`src/hdl/vqlc_pkg.sv`:
```
// Shared types, constants and profile tables for the video quality level controller.
package vqlc_pkg;

  localparam int unsigned LEVEL_W = 3;
  localparam int unsigned COUNT_W = 3;

  typedef logic [LEVEL_W-1:0] level_t;
  typedef logic [COUNT_W-1:0] count_t;

  localparam level_t LEVEL_BEST  = 3'd0;
  localparam level_t LEVEL_WORST = 3'd4;

  // loss thresholds (tenths of a percent) for the required level
  localparam logic [9:0] LOSS_L4 = 10'd600;
  localparam logic [9:0] LOSS_L3 = 10'd300;
  localparam logic [9:0] LOSS_L2 = 10'd100;
  localparam logic [9:0] LOSS_L1 = 10'd30;

  // time thresholds (tenths of a millisecond)
  localparam logic [15:0] RTT_L3      = 16'd3500;
  localparam logic [15:0] RTT_L2      = 16'd1800;
  localparam logic [15:0] JIT_L1      = 16'd500;
  localparam logic [15:0] RTT_RECOVER = 16'd1500;
  localparam logic [15:0] JIT_RECOVER = 16'd400;

  localparam logic [10:0] CAP_MIN   = 11'd150;
  localparam logic [10:0] CAP_MAX   = 11'd2000;
  localparam logic [10:0] CAP_RESET = 11'd2000;

  typedef struct packed {
    logic [9:0]  loss_tenths;
    logic [9:0]  transport_loss_tenths;
    logic [15:0] rtt_tenths_ms;
    logic [15:0] jitter_tenths_ms;
  } vqlc_in_t;

  typedef struct packed {
    logic [2:0]  quality_level;
    logic [10:0] stream_kbps;
    logic [4:0]  frame_rate;
    logic [10:0] frame_width;
    logic [9:0]  frame_height;
  } vqlc_out_t;

  // what one report says, passed from the assessment to the level tracker
  typedef struct packed {
    level_t     req_level;
    logic [9:0] loss;
    logic       rtt_ok;
    logic       jit_ok;
  } vqlc_assess_t;

  // recovery loss limit (strictly below) for the current level
  function automatic logic [9:0] recover_loss(input level_t lv);
    logic [9:0] v;
    unique case (lv)
      3'd0:    v = 10'd0;
      3'd1:    v = 10'd10;
      3'd2:    v = 10'd70;
      3'd3:    v = 10'd250;
      default: v = 10'd500;
    endcase
    return v;
  endfunction

  function automatic logic [10:0] prof_rate(input level_t lv);
    logic [10:0] v;
    unique case (lv)
      3'd0:    v = 11'd2000;
      3'd1:    v = 11'd1200;
      3'd2:    v = 11'd600;
      3'd3:    v = 11'd300;
      default: v = 11'd150;
    endcase
    return v;
  endfunction

  function automatic logic [4:0] prof_fps(input level_t lv);
    logic [4:0] v;
    unique case (lv)
      3'd0:    v = 5'd30;
      3'd1:    v = 5'd24;
      3'd2:    v = 5'd15;
      3'd3:    v = 5'd10;
      default: v = 5'd5;
    endcase
    return v;
  endfunction

  function automatic logic [10:0] prof_width(input level_t lv);
    logic [10:0] v;
    unique case (lv)
      3'd0:    v = 11'd1280;
      3'd1:    v = 11'd960;
      3'd2:    v = 11'd640;
      3'd3:    v = 11'd426;
      default: v = 11'd320;
    endcase
    return v;
  endfunction

  function automatic logic [9:0] prof_height(input level_t lv);
    logic [9:0] v;
    unique case (lv)
      3'd0:    v = 10'd720;
      3'd1:    v = 10'd540;
      3'd2:    v = 10'd360;
      3'd3:    v = 10'd240;
      default: v = 10'd180;
    endcase
    return v;
  endfunction

endpackage

```
`src/hdl/vqlc_assess.sv`:
```
// Report assessment: worst loss, required level and recovery time checks.
module vqlc_assess (
  input  vqlc_pkg::vqlc_in_t     report,
  output vqlc_pkg::vqlc_assess_t assess
);
  import vqlc_pkg::*;

  logic [9:0] loss;
  level_t     lv_loss;
  level_t     lv_rtt;
  level_t     lv_req;

  assign loss = (report.loss_tenths > report.transport_loss_tenths) ?
                report.loss_tenths : report.transport_loss_tenths;

  always_comb begin
    priority if (loss > LOSS_L4) lv_loss = 3'd4;
    else if (loss > LOSS_L3)     lv_loss = 3'd3;
    else if (loss > LOSS_L2)     lv_loss = 3'd2;
    else if (loss > LOSS_L1)     lv_loss = 3'd1;
    else                         lv_loss = LEVEL_BEST;

    lv_rtt = lv_loss;
    priority if (report.rtt_tenths_ms > RTT_L3) begin
      if (lv_loss < 3'd3) lv_rtt = 3'd3;
    end else if (report.rtt_tenths_ms > RTT_L2) begin
      if (lv_loss < 3'd2) lv_rtt = 3'd2;
    end else begin
      lv_rtt = lv_loss;
    end

    lv_req = lv_rtt;
    if (report.jitter_tenths_ms > JIT_L1 && lv_rtt == LEVEL_BEST) lv_req = 3'd1;
  end

  assign assess.req_level = lv_req;
  assign assess.loss      = loss;
  assign assess.rtt_ok    = report.rtt_tenths_ms < RTT_RECOVER;
  assign assess.jit_ok    = report.jitter_tenths_ms < JIT_RECOVER;

endmodule

```
`src/hdl/vqlc_level.sv`:
```
// Level tracker: current level and good-report count with rise and recovery rules.
module vqlc_level #(
  parameter int unsigned RECOVERY_REPORTS = 5
) (
  input  logic                   clk,
  input  logic                   rst_n,
  input  logic                   advance,
  input  vqlc_pkg::vqlc_assess_t assess,
  output vqlc_pkg::level_t       level_nxt
);
  import vqlc_pkg::*;

  level_t level_r;
  count_t count_r;
  count_t count_nxt;
  count_t count_inc;
  logic   good;

  assign count_inc = COUNT_W'(count_r + 1'b1);
  assign good = (level_r != LEVEL_BEST) && (assess.loss < recover_loss(level_r)) &&
                assess.rtt_ok && assess.jit_ok;

  always_comb begin
    level_nxt = level_r;
    count_nxt = '0;
    priority if (assess.req_level > level_r) begin
      level_nxt = assess.req_level;
    end else if (good) begin
      if (count_inc >= COUNT_W'(RECOVERY_REPORTS)) begin
        level_nxt = level_r - 3'd1;
      end else begin
        count_nxt = count_inc;
      end
    end
  end

  always_ff @(posedge clk) begin
    if (!rst_n) begin
      level_r <= LEVEL_BEST;
      count_r <= '0;
    end else if (advance) begin
      level_r <= level_nxt;
      count_r <= count_nxt;
    end
  end

  a_level_range: assert property (@(posedge clk) disable iff (!rst_n)
    level_r <= LEVEL_WORST)
    else $error("level above worst profile");

  a_count_range: assert property (@(posedge clk) disable iff (!rst_n)
    count_r < COUNT_W'(RECOVERY_REPORTS))
    else $error("good-report count reached recovery length");

  // recovery only ever steps down by one level per request
  a_step_down: assert property (@(posedge clk) disable iff (!rst_n)
    advance && (level_nxt < level_r) |=> (level_r + 3'd1 == $past(level_r)))
    else $error("level dropped by more than one");

  a_hold: assert property (@(posedge clk) disable iff (!rst_n)
    !advance |=> $stable(level_r) && $stable(count_r))
    else $error("state changed without a request");

endmodule

```
`src/hdl/video_quality_level_controller.sv`:
```
// Top level: input register, assessment, level tracking and profile output register.
//
//  channel | ports                            | direction
//  --------+----------------------------------+----------
//  input   | in_valid, in_stall, in_data      | in
//  result  | out_valid, out_stall, out_data   | out
//  config  | cfg_we, cfg_wdata                | in
//
// One request per cycle while in_stall is low; each result passes through the input register
// and then the result register. The level update between them is a few compares and a
// five-entry profile lookup.
// Synchronous active-low reset: level 0, count 0, cap 2000, both stages empty.
// out_stall holds the result register; the input stage still takes a request while
// it is empty, so in_stall rises only when both stages are full.
module video_quality_level_controller #(
  parameter int unsigned RECOVERY_REPORTS = 5
) (
  input  logic                clk,
  input  logic                rst_n,
  input  logic                in_valid,
  output logic                in_stall,
  input  vqlc_pkg::vqlc_in_t  in_data,
  output logic                out_valid,
  input  logic                out_stall,
  output vqlc_pkg::vqlc_out_t out_data,
  input  logic                cfg_we,
  input  logic [10:0]         cfg_wdata
);
  import vqlc_pkg::*;

  logic         s1_valid_r;
  vqlc_in_t     s1_data_r;
  logic         out_valid_r;
  vqlc_out_t    out_data_r;
  logic [10:0]  cap_r;
  logic [10:0]  cap;
  logic         out_load;
  logic         s1_load;
  vqlc_assess_t assess;
  level_t       level_nxt;
  logic [10:0]  rate;

  assign out_load = s1_valid_r && (!out_valid_r || !out_stall);
  assign in_stall = s1_valid_r && !out_load;
  assign s1_load  = in_valid && !in_stall;

  vqlc_assess u_assess (
    .report (s1_data_r),
    .assess (assess)
  );

  vqlc_level #(
    .RECOVERY_REPORTS (RECOVERY_REPORTS)
  ) u_level (
    .clk       (clk),
    .rst_n     (rst_n),
    .advance   (out_load),
    .assess    (assess),
    .level_nxt (level_nxt)
  );

  always_comb begin
    cap = cap_r;
    if (cap_r < CAP_MIN) cap = CAP_MIN;
    if (cap_r > CAP_MAX) cap = CAP_MAX;
    rate = prof_rate(level_nxt);
    if (rate > cap) rate = cap;
  end

  always_ff @(posedge clk) begin
    if (!rst_n) begin
      s1_valid_r  <= 1'b0;
      out_valid_r <= 1'b0;
      cap_r       <= CAP_RESET;
    end else begin
      if (s1_load) begin
        s1_valid_r <= 1'b1;
      end else if (out_load) begin
        s1_valid_r <= 1'b0;
      end
      if (out_load) begin
        out_valid_r <= 1'b1;
      end else if (!out_stall) begin
        out_valid_r <= 1'b0;
      end
      if (cfg_we) begin
        cap_r <= cfg_wdata;
      end
    end
  end

  always_ff @(posedge clk) begin
    if (s1_load) begin
      s1_data_r <= in_data;
    end
    if (out_load) begin
      out_data_r.quality_level <= level_nxt;
      out_data_r.stream_kbps   <= rate;
      out_data_r.frame_rate    <= prof_fps(level_nxt);
      out_data_r.frame_width   <= prof_width(level_nxt);
      out_data_r.frame_height  <= prof_height(level_nxt);
    end
  end

  assign out_valid = out_valid_r;
  assign out_data  = out_data_r;

  a_no_overrun: assert property (@(posedge clk) disable iff (!rst_n)
    out_valid_r && out_stall |-> !out_load)
    else $error("result overwritten while stalled");

  a_rate_capped: assert property (@(posedge clk) disable iff (!rst_n)
    out_load |=> out_data_r.stream_kbps <= CAP_MAX &&
                 out_data_r.stream_kbps >= CAP_MIN)
    else $error("bitrate outside cap range");

  a_in_stall_full: assert property (@(posedge clk) disable iff (!rst_n)
    in_stall |-> s1_valid_r && out_valid_r)
    else $error("input stalled with a free stage");

endmodule

```
`config.mk`:
```
export PLATFORM = sky130hd
export DESIGN_NAME = video_quality_level_controller
export DESIGN_NICKNAME = d
export VERILOG_FILES = /design/src/hdl/vqlc_pkg.sv /design/src/hdl/vqlc_assess.sv /design/src/hdl/vqlc_level.sv /design/src/hdl/video_quality_level_controller.sv
export SDC_FILE = /design/constraint.sdc
export NUM_CORES = 1
export LEC_CHECK = 0
export BUFFER_PORTS_ARGS = -buffer_cell sky130_fd_sc_hd__buf_2
export CAP_MARGIN = 30
export CORE_UTILIZATION = 59
export DETAILED_ROUTE_END_ITERATION = 12
export GPL_TIMING_DRIVEN = 0
export PLACE_DENSITY = 0.81
export SETUP_SLACK_MARGIN = 0.02
export SYNTH_ARGS = -nofsm -noshare
export SYNTH_HDL_FRONTEND = slang
export SYNTH_HIERARCHICAL = 1
export SYNTH_SLANG_ARGS = --single-unit
export TNS_END_PERCENT = 20
```
`constraint.sdc`:
```
create_clock -name clk -period 13.9 [get_ports clk]
set_input_delay 0.695 -clock clk [delete_from_list [all_inputs] [get_ports clk]]
set_output_delay 0.695 -clock clk [all_outputs]
set_load 0.02 [all_outputs]
```
# Word level (Yosys, flattened, before mapping)

Index checks and enable logic that the tools add are counted.

Add/sub/neg operators: 2
Magnitude comparators: 18
Eq/ne operators: 7
Multiplexer cells: 28
Reductions and logical operators: 17

Operators by type and width:

| kind                                                                               | count |
|---|---|
| 11-bit case mux with 4 select lines                                                | 2 |
| 3-bit 2-to-1 mux                                                                   | 14 |
| 10-bit case mux with 4 select lines                                                | 1 |
| 9-bit case mux with 4 select lines                                                 | 1 |
| 11-bit 2-to-1 mux                                                                  | 3 |
| 5-bit case mux with 4 select lines                                                 | 1 |
| 16-bit by 11-bit greater-than comparator with 1-bit output (second input constant) | 1 |
| 16-bit by 12-bit greater-than comparator with 1-bit output (second input constant) | 1 |
| 16-bit by 9-bit greater-than comparator with 1-bit output (second input constant)  | 1 |
| 16-bit by 11-bit < comparator with 1-bit output (second input constant)            | 1 |
| 16-bit by 9-bit < comparator with 1-bit output (second input constant)             | 1 |
| 3-bit by 2-bit == test with 1-bit output (second input constant)                   | 4 |
| 11-bit greater-than comparator                                                     | 1 |
| 11-bit greater-than comparator (second input constant)                             | 1 |
| 11-bit by 8-bit < comparator with 1-bit output (second input constant)             | 1 |
| 10-bit greater-than comparator                                                     | 1 |
| 10-bit greater-than comparator (second input constant)                             | 1 |
| 10-bit by 5-bit greater-than comparator with 1-bit output (second input constant)  | 1 |
| 10-bit by 7-bit greater-than comparator with 1-bit output (second input constant)  | 1 |
| 10-bit by 9-bit greater-than comparator with 1-bit output (second input constant)  | 1 |
| 10-bit by 9-bit < comparator with 1-bit output                                     | 1 |
| 10-bit 2-to-1 mux                                                                  | 1 |
| 3-bit zero test                                                                    | 3 |
| 1-bit logical AND                                                                  | 7 |
| 12 further kinds                                                                   | 21 |

Register bits after elaboration: 111
Input bits: 68
Output and inout port bits: 42
Logic and storage cells: 86

# Depth between registers and ports, before layout

Gate-level depths: netlist of the first run.

Depth in word-level cells: 20
Gate-level depth with buffers: 29
Depth with buffers taken out: 26

# Cells and area by module

Netlist of the first run, hierarchy kept.

By module, submodules not included:

| module                         | times used | cells an instance | area an instance (um2) |
|---|---|---|---|
| video_quality_level_controller | 1          | 227               | 3580.9 |
| vqlc_level                     | 1          | 103               | 833.3 |
| vqlc_assess                    | 1          | 115               | 775.7 |

# Worst setup path before layout of the first run

Ideal clock, no wire load.

Path type: reg2reg
Start: reg s1_data_r[47] (netlist bit)
End: reg out_data_r (netlist bit out_data[34]), data pin
Setup time: 0.260 ns
Arrival: 5.383 ns
Required time: 13.640 ns
Path slack: 8.256 ns
Stages on the path, launching flop included: 25
Path buffers: 4
Cell sequence: edfxtp_1 > ha_1 > nand4_1 > o311ai_2 > o21a_4 > buf_6 > clkbuf_1 > o21ai_0 > ha_1 > or2_2 > a31oi_1 > o311ai_1 > a21oi_1 > mux2_2 > o21ai_0 > clkbuf_1 > xor2_1 > nor2_1 > ha_1 > nand4_1 > nor3_1 > a2111oi_2 > a21oi_2 > buf_6 > mux2_4

RTL lines:

| what                   | RTL line                             | source |
|---|---|---|
| from (decl)            | video_quality_level_controller.sv:32 | `vqlc_in_t s1_data_r;` |
| from (signal assigned) | video_quality_level_controller.sv:94 | `s1_data_r <= in_data;` |
| to (decl)              | video_quality_level_controller.sv:34 | `vqlc_out_t out_data_r;` |

==> results.sh, run 1 <==
export IMPL_seq_power_share_pct=46.1
export IMPL_whs_ps=498
export IMPL_route_detailed_drc=0
export IMPL_worst_pin_slew_ps=936
export IMPL_crit_type="register to register"
export IMPL_crit_fanout=10
export IMPL_critPathMaxStageDelay_ps=500
export IMPL_rows=33
export IMPL_h_tree_depth=3
export IMPL_die_h_um=95.7
export IMPL_gp_congestion=0.862
export IMPL_via_per_inst=5.62
export IMPL_swShare_pct=32.2
export IMPL_setup_ws_ps=7310
export IMPL_critPathSlowestCell="edfxtp_1"
export IMPL_critPathRequiredTime_ps=14020
export IMPL_p_per_area_mw_per_mm2=133
export IMPL_clk_pin_slew_worst_paths_ps=100
export IMPL_diodes=0
export IMPL_rsz0062_at_grt="false"
export IMPL_cts_buffers_inserted=9
export IMPL_worstSkewPairLatency_ps=360
export IMPL_cts_tree="yes"
export IMPL_final_cell_area_mm2=0.00609
export IMPL_min_period_ps=6590
export IMPL_pin_count=110
export IMPL_core_area_mm2=0.00834
export IMPL_cpLargestDelayFamily="compound AO/OA/AOI/OAI gates"
export IMPL_clockRootBuffer="clkbuf_8"
export IMPL_syn2layout_area_growth_pct=17.6
export IMPL_critPathLaunchType="register"
export IMPL_track_usage_pct=24.4
export IMPL_setup_viol_count_final=0
export IMPL_nets=666
export IMPL_cts_max_path_buffers=2
export IMPL_max_cap_viol_count=0
export IMPL_fp_dieW_um=95.7
export IMPL_overflow=0
export IMPL_first_pass_iters=4
export IMPL_slew_violations=0
export IMPL_peakVddDrop_uv=91.0
export IMPL_port_buffers=103
export IMPL_hold_path_class="primary input to register"
export IMPL_antenna_found_initial=0
export IMPL_rrSetupSlack_ps=7310
export IMPL_grt_pass1_wl_um=16700
export IMPL_postCtsSetupBuffers=0
export IMPL_status="complete, no violations"
export IMPL_tns_ps=0
export IMPL_grt_pass1_vias=3665
export IMPL_clock_sinks=99
export IMPL_fin_skew_ps=10.2
export IMPL_power_leakage_uw=0.00255
export IMPL_vias=3785
export IMPL_drive_gt1_share_pct=29.0
export IMPL_dpl_cell_area_mm2=0.00589
export IMPL_end_kind="register"
export IMPL_start_util_pct=62.1
export IMPL_switching_power_uw=262
export IMPL_period_share_pct=47.4
export IMPL_hold_buffers=0
export IMPL_power_frac_comb_pct=30.9
export IMPL_drtIter0Drc=172
export IMPL_synth_area_mm2=0.00518
export IMPL_ant_nets=0
export IMPL_path_buf_inv=4
export IMPL_finalHoldViolCount=0
export IMPL_grt_max_degree=30
export IMPL_drt_total_wl_um=10200
export IMPL_crit_arrival_ps=6710
export IMPL_intPower_uw=550
export IMPL_p_clk_share_pct=23.0
export IMPL_critPathMostFrequentCell="ha_1"
export IMPL_relSlewSlack_pct=37.4
export IMPL_hpwl_um=7990
export IMPL_cts_resized=0
export IMPL_ys_warn_count=6
export IMPL_post_synth_cell_area_avg_um2=11.7
export IMPL_drt_wirelength_per_cell_um=15.2
export IMPL_max_freq_mhz=152
export IMPL_netlist_instances=444
export IMPL_place_worst_setup_slack_ps=7400
export IMPL_die_area_mm2=0.00916
-- metrics by stage --
stage          total power, µW  utilization [%]  std cells
6_report                   812             73.0        673
5_1_grt                    861             73.0        673
4_1_cts                    817             73.0        673
3_5_place_dp               630             70.6        657
3_3_place_gp               622             70.0        656
2_1_floorplan              563                -        448
-- per-layer routing --
metal / GRT usage [%] / up-vias / part of all wire [%]
li1: - / 1880 / -
met1: 33.3 / 1782 / 46
met2: 39.8 / 110 / 48
met3: 5.21 / 13 / 4.9
met4: 6.59 / 0 / 1.5
met5: 0 / - / 0
-- flip-flops by register name, indices dropped and copies added (netlist names) --
name	count
cap_r	11
out_data	28
out_valid	1
s1_data_r	52
s1_valid_r	1
u_level/count_r	3
u_level/level_r	3
-- layout by cell type, fill, tap and decap left out, types with 3 or more instances in the layout --
cell      instances
buf_4            12
mux2_2            4
a21oi_1          16
buf_2           103
nand2_1          30
inv_1            36
o211ai_1          6
o311a_1           3
nand3_1           9
a21oi_2           3
nor4_1            7
buf_6             4
dfxtp_1          19
o21a_1            4
o21ai_0          22
conb_1            5
a31oi_1          10
nand4_1           4
clkbuf_8          9
nand2b_1          4
inv_6             4
or4_1             3
clkbuf_1          7
edfxtp_1         80
nor3_1            8
nor2_1           26
mux2i_1          19
ha_1             35
nor2b_1           8
and2_1            3
a211oi_1          3
-- area by class of cell --
cell class	instances	area, µm²
multi-input cells	289	2130
well taps	105	131
clock buffers	9	124
clock inverters	7	81.3
inverters	36	135
fillers	613	2250
plain buffers	24	165
repair buffers	104	543
flip-flops and latches	99	2780
-- power groups by stage --
stage / clock, µW / sequential (µW) / combinational, µW
floorplan: 0 / 396 / 167
global placement: 0 / 381 / 241
detailed placement: 0 / 381 / 249
CTS: 192 / 374 / 251
global route: 202 / 378 / 281
finish: 187 / 374 / 251
-- final timing paths --
kind / from / to / cells past startpoint
hold reg to reg: u_level/count_r[2] / u_level/count_r[2] / 2
setup reg to reg: s1_data_r[49] / out_data[34] / 25
setup / recovery: s1_data_r[49] / out_data[34] / 25
hold / removal: in_data[48] / s1_data_r[48] / 1
Power figures use the tool's default switching activity.
==> run 2, diff against run 1 <==
Settings changed: CORE_UTILIZATION 59 to 55, PLACE_DENSITY 0.81 to 0.76.
Clock period 13.9 ns to 6.3 ns, I/O delays scaled along.
==> run 2 against run 1 <==
  * Global-route usage shrank 2.2 points
  * Register-to-register slack lost 7100 ps
  * Sequential cell count is the same
  * Critical path type unchanged
  * Largest cell class unchanged
==> results.sh, run 2 (synthesized netlist as in run 1, its figures left out) <==
export IMPL_status="complete, no violations"
export IMPL_first_pass_iters=4
export IMPL_setup_viol_count_final=0
export IMPL_drt_total_wl_um=10500
export IMPL_start_util_pct=56.3
export IMPL_tns_ps=0
export IMPL_slew_violations=0
export IMPL_finalHoldViolCount=0
export IMPL_critPathLaunchType="register"
export IMPL_h_tree_depth=3
export IMPL_cts_tree="yes"
export IMPL_largest_reg_flops=52
export IMPL_grt_max_degree=40
export IMPL_core_area_mm2=0.00920
export IMPL_gp_congestion=0.884
export IMPL_fin_skew_ps=10.8
export IMPL_rows=35
export IMPL_final_common_cell="buf_2"
export IMPL_ant_nets=0
export IMPL_whs_endpoint="s1_data_r[46]"
export IMPL_syn2layout_area_growth_pct=18.9
export IMPL_wl_met3_um=504
export IMPL_place_worst_setup_slack_ps=-220
export IMPL_cts_buffers_inserted=9
export IMPL_hpwl_um=7950
export IMPL_route_detailed_drc=0
export IMPL_period_share_pct=96.8
export IMPL_cts_max_path_buffers=2
export IMPL_hold_path_class="primary input to register"
export IMPL_min_period_ps=6100
export IMPL_relSlewSlack_pct=37.1
export IMPL_critPathRequiredTime_ps=6420
export IMPL_rrSetupSlack_ps=200
export IMPL_swShare_pct=32.5
export IMPL_die_area_mm2=0.00981
export IMPL_seq_power_share_pct=45.3
export IMPL_vias=3835
export IMPL_clockRootBuffer="clkbuf_8"
export IMPL_track_usage_pct=22.2
export IMPL_drt_wirelength_per_cell_um=15.4
export IMPL_p_per_area_mw_per_mm2=296
export IMPL_rr_worst_depth=25
export IMPL_n_fill_cell=698
export IMPL_intPower_uw=1230
export IMPL_pin_count=110
export IMPL_worst_pin_slew_ps=941
export IMPL_rsz0062_at_grt="false"
export IMPL_worstSkewPairLatency_ps=360
export IMPL_setup_ws_ps=204
export IMPL_crit_arrival_ps=6210
export IMPL_hp_start="in_data[46]"
export IMPL_antenna_found_initial=0
export IMPL_r2r_start="s1_data_r[49]"
export IMPL_peakVddDrop_uv=161
export IMPL_nets=668
export IMPL_regArea_mm2=0.00278
export IMPL_power_leakage_uw=0.00259
export IMPL_highest_layer="met4"
export IMPL_crit_fanout=10
export IMPL_port_buffers=103
export IMPL_die_h_um=99.0
export IMPL_clock_sinks=99
export IMPL_diodes=0
export IMPL_crit_type="register to register"
export IMPL_wl_met2_um=5180
export IMPL_wl_met1_um=4630
export IMPL_grt_pass1_wl_um=17000
export IMPL_mostFrequentLayoutCells="103 x buf_2, 80 x edfxtp_1, 36 x inv_1, 35 x ha_1, 30 x nand2_1"
export IMPL_end_kind="register"
export IMPL_p_clk_share_pct=22.6
export IMPL_via_per_inst=5.63
export IMPL_regMostFlops="s1_data_r"
export IMPL_r2r_end="out_data[34]"
export IMPL_power_frac_comb_pct=32.2
export IMPL_fp_dieW_um=99.0
export IMPL_max_freq_mhz=164
export IMPL_multi_input_area_mm2=0.00218
export IMPL_grt_pass1_vias=3694
export IMPL_clk_pin_slew_worst_paths_ps=100
export IMPL_worstHoldPathCells=1
export IMPL_overflow=0
export IMPL_drive_gt1_share_pct=30.5
export IMPL_hold_buffers=0
export IMPL_switching_power_uw=593
export IMPL_drtIter0Drc=164
export IMPL_max_cap_viol_count=0
[run 2: worst max-delay path by stage]
stage                        from           end  cells after the start
floorplan           s1_data_r[47]  out_data[34]                     24
global placement    s1_data_r[49]  out_data[34]                     25
detailed placement  s1_data_r[49]  out_data[34]                     25
CTS                 s1_data_r[49]  out_data[34]                     25
global route        s1_data_r[40]  out_data[34]                     28
finish              s1_data_r[49]  out_data[34]                     25
[run 2: final cells by class]
type	count	area share [%]
tap	111	2.26
timing repair buffer	107	9.06
sequential	99	45.2
clock inverter	6	1.16
clock buffer	10	2.07
buffer	23	2.70
inverter	36	2.19
multi-input combinational	289	35.4
[run 2: power groups by stage]
stage,sequential [µW],combinational (µW),clock (µW)
CTS,826,557,420
detailed placement,840,553,0
finish,826,586,412
global route,832,648,442
global placement,840,529,0
floorplan,874,368,0
[run 2: layer usage]
layer,vias up,track usage (%)
met1,1823,28.2
met4,0,6.31
met3,15,4.89
li1,1883,-
met5,-,0
met2,114,38.3
[run 2: critical path, cell delays in order, from the launching register on]
cell and delay (ps):
edfxtp_1 480, ha_1 340, a21o_2 220, nand3_1 170, o311ai_4 140, o21a_4 240
or4_1 470, and3_4 200, nor2_2 160, ha_1 260, nor2b_1 150, o21ai_0 190
a32oi_1 130, clkbuf_2 220, or4_1 570, nand3_2 170, inv_1 110, nand2_1 130
inv_1 90, ha_1 200, a21oi_1 160, o21ai_0 140, a2111oi_4 380, a21oi_2 70
buf_6 170, mux2_4 300
[run 2: per-stage QoR]
step | area [µm²] | instances | power [µW] | utilization (%) | hold WS [ps]
6_report | 6160 | 681 | 1820 | 67.0 | 123
5_1_grt | 6160 | 681 | 1920 | 67.0 | 98.4
4_1_cts | 6090 | 678 | 1800 | 66.2 | 112
3_5_place_dp | 5890 | 663 | 1390 | 64.0 | 474
3_3_place_gp | 5850 | 662 | 1370 | 63.6 | 466
2_1_floorplan | 5190 | 448 | 1240 | - | 414
[run 2: repair_timing]
action	CTS	global route
resized for setup	4	13
setup buffers	0	3
pin swaps	0	2
setup endpoints to repair	10	10
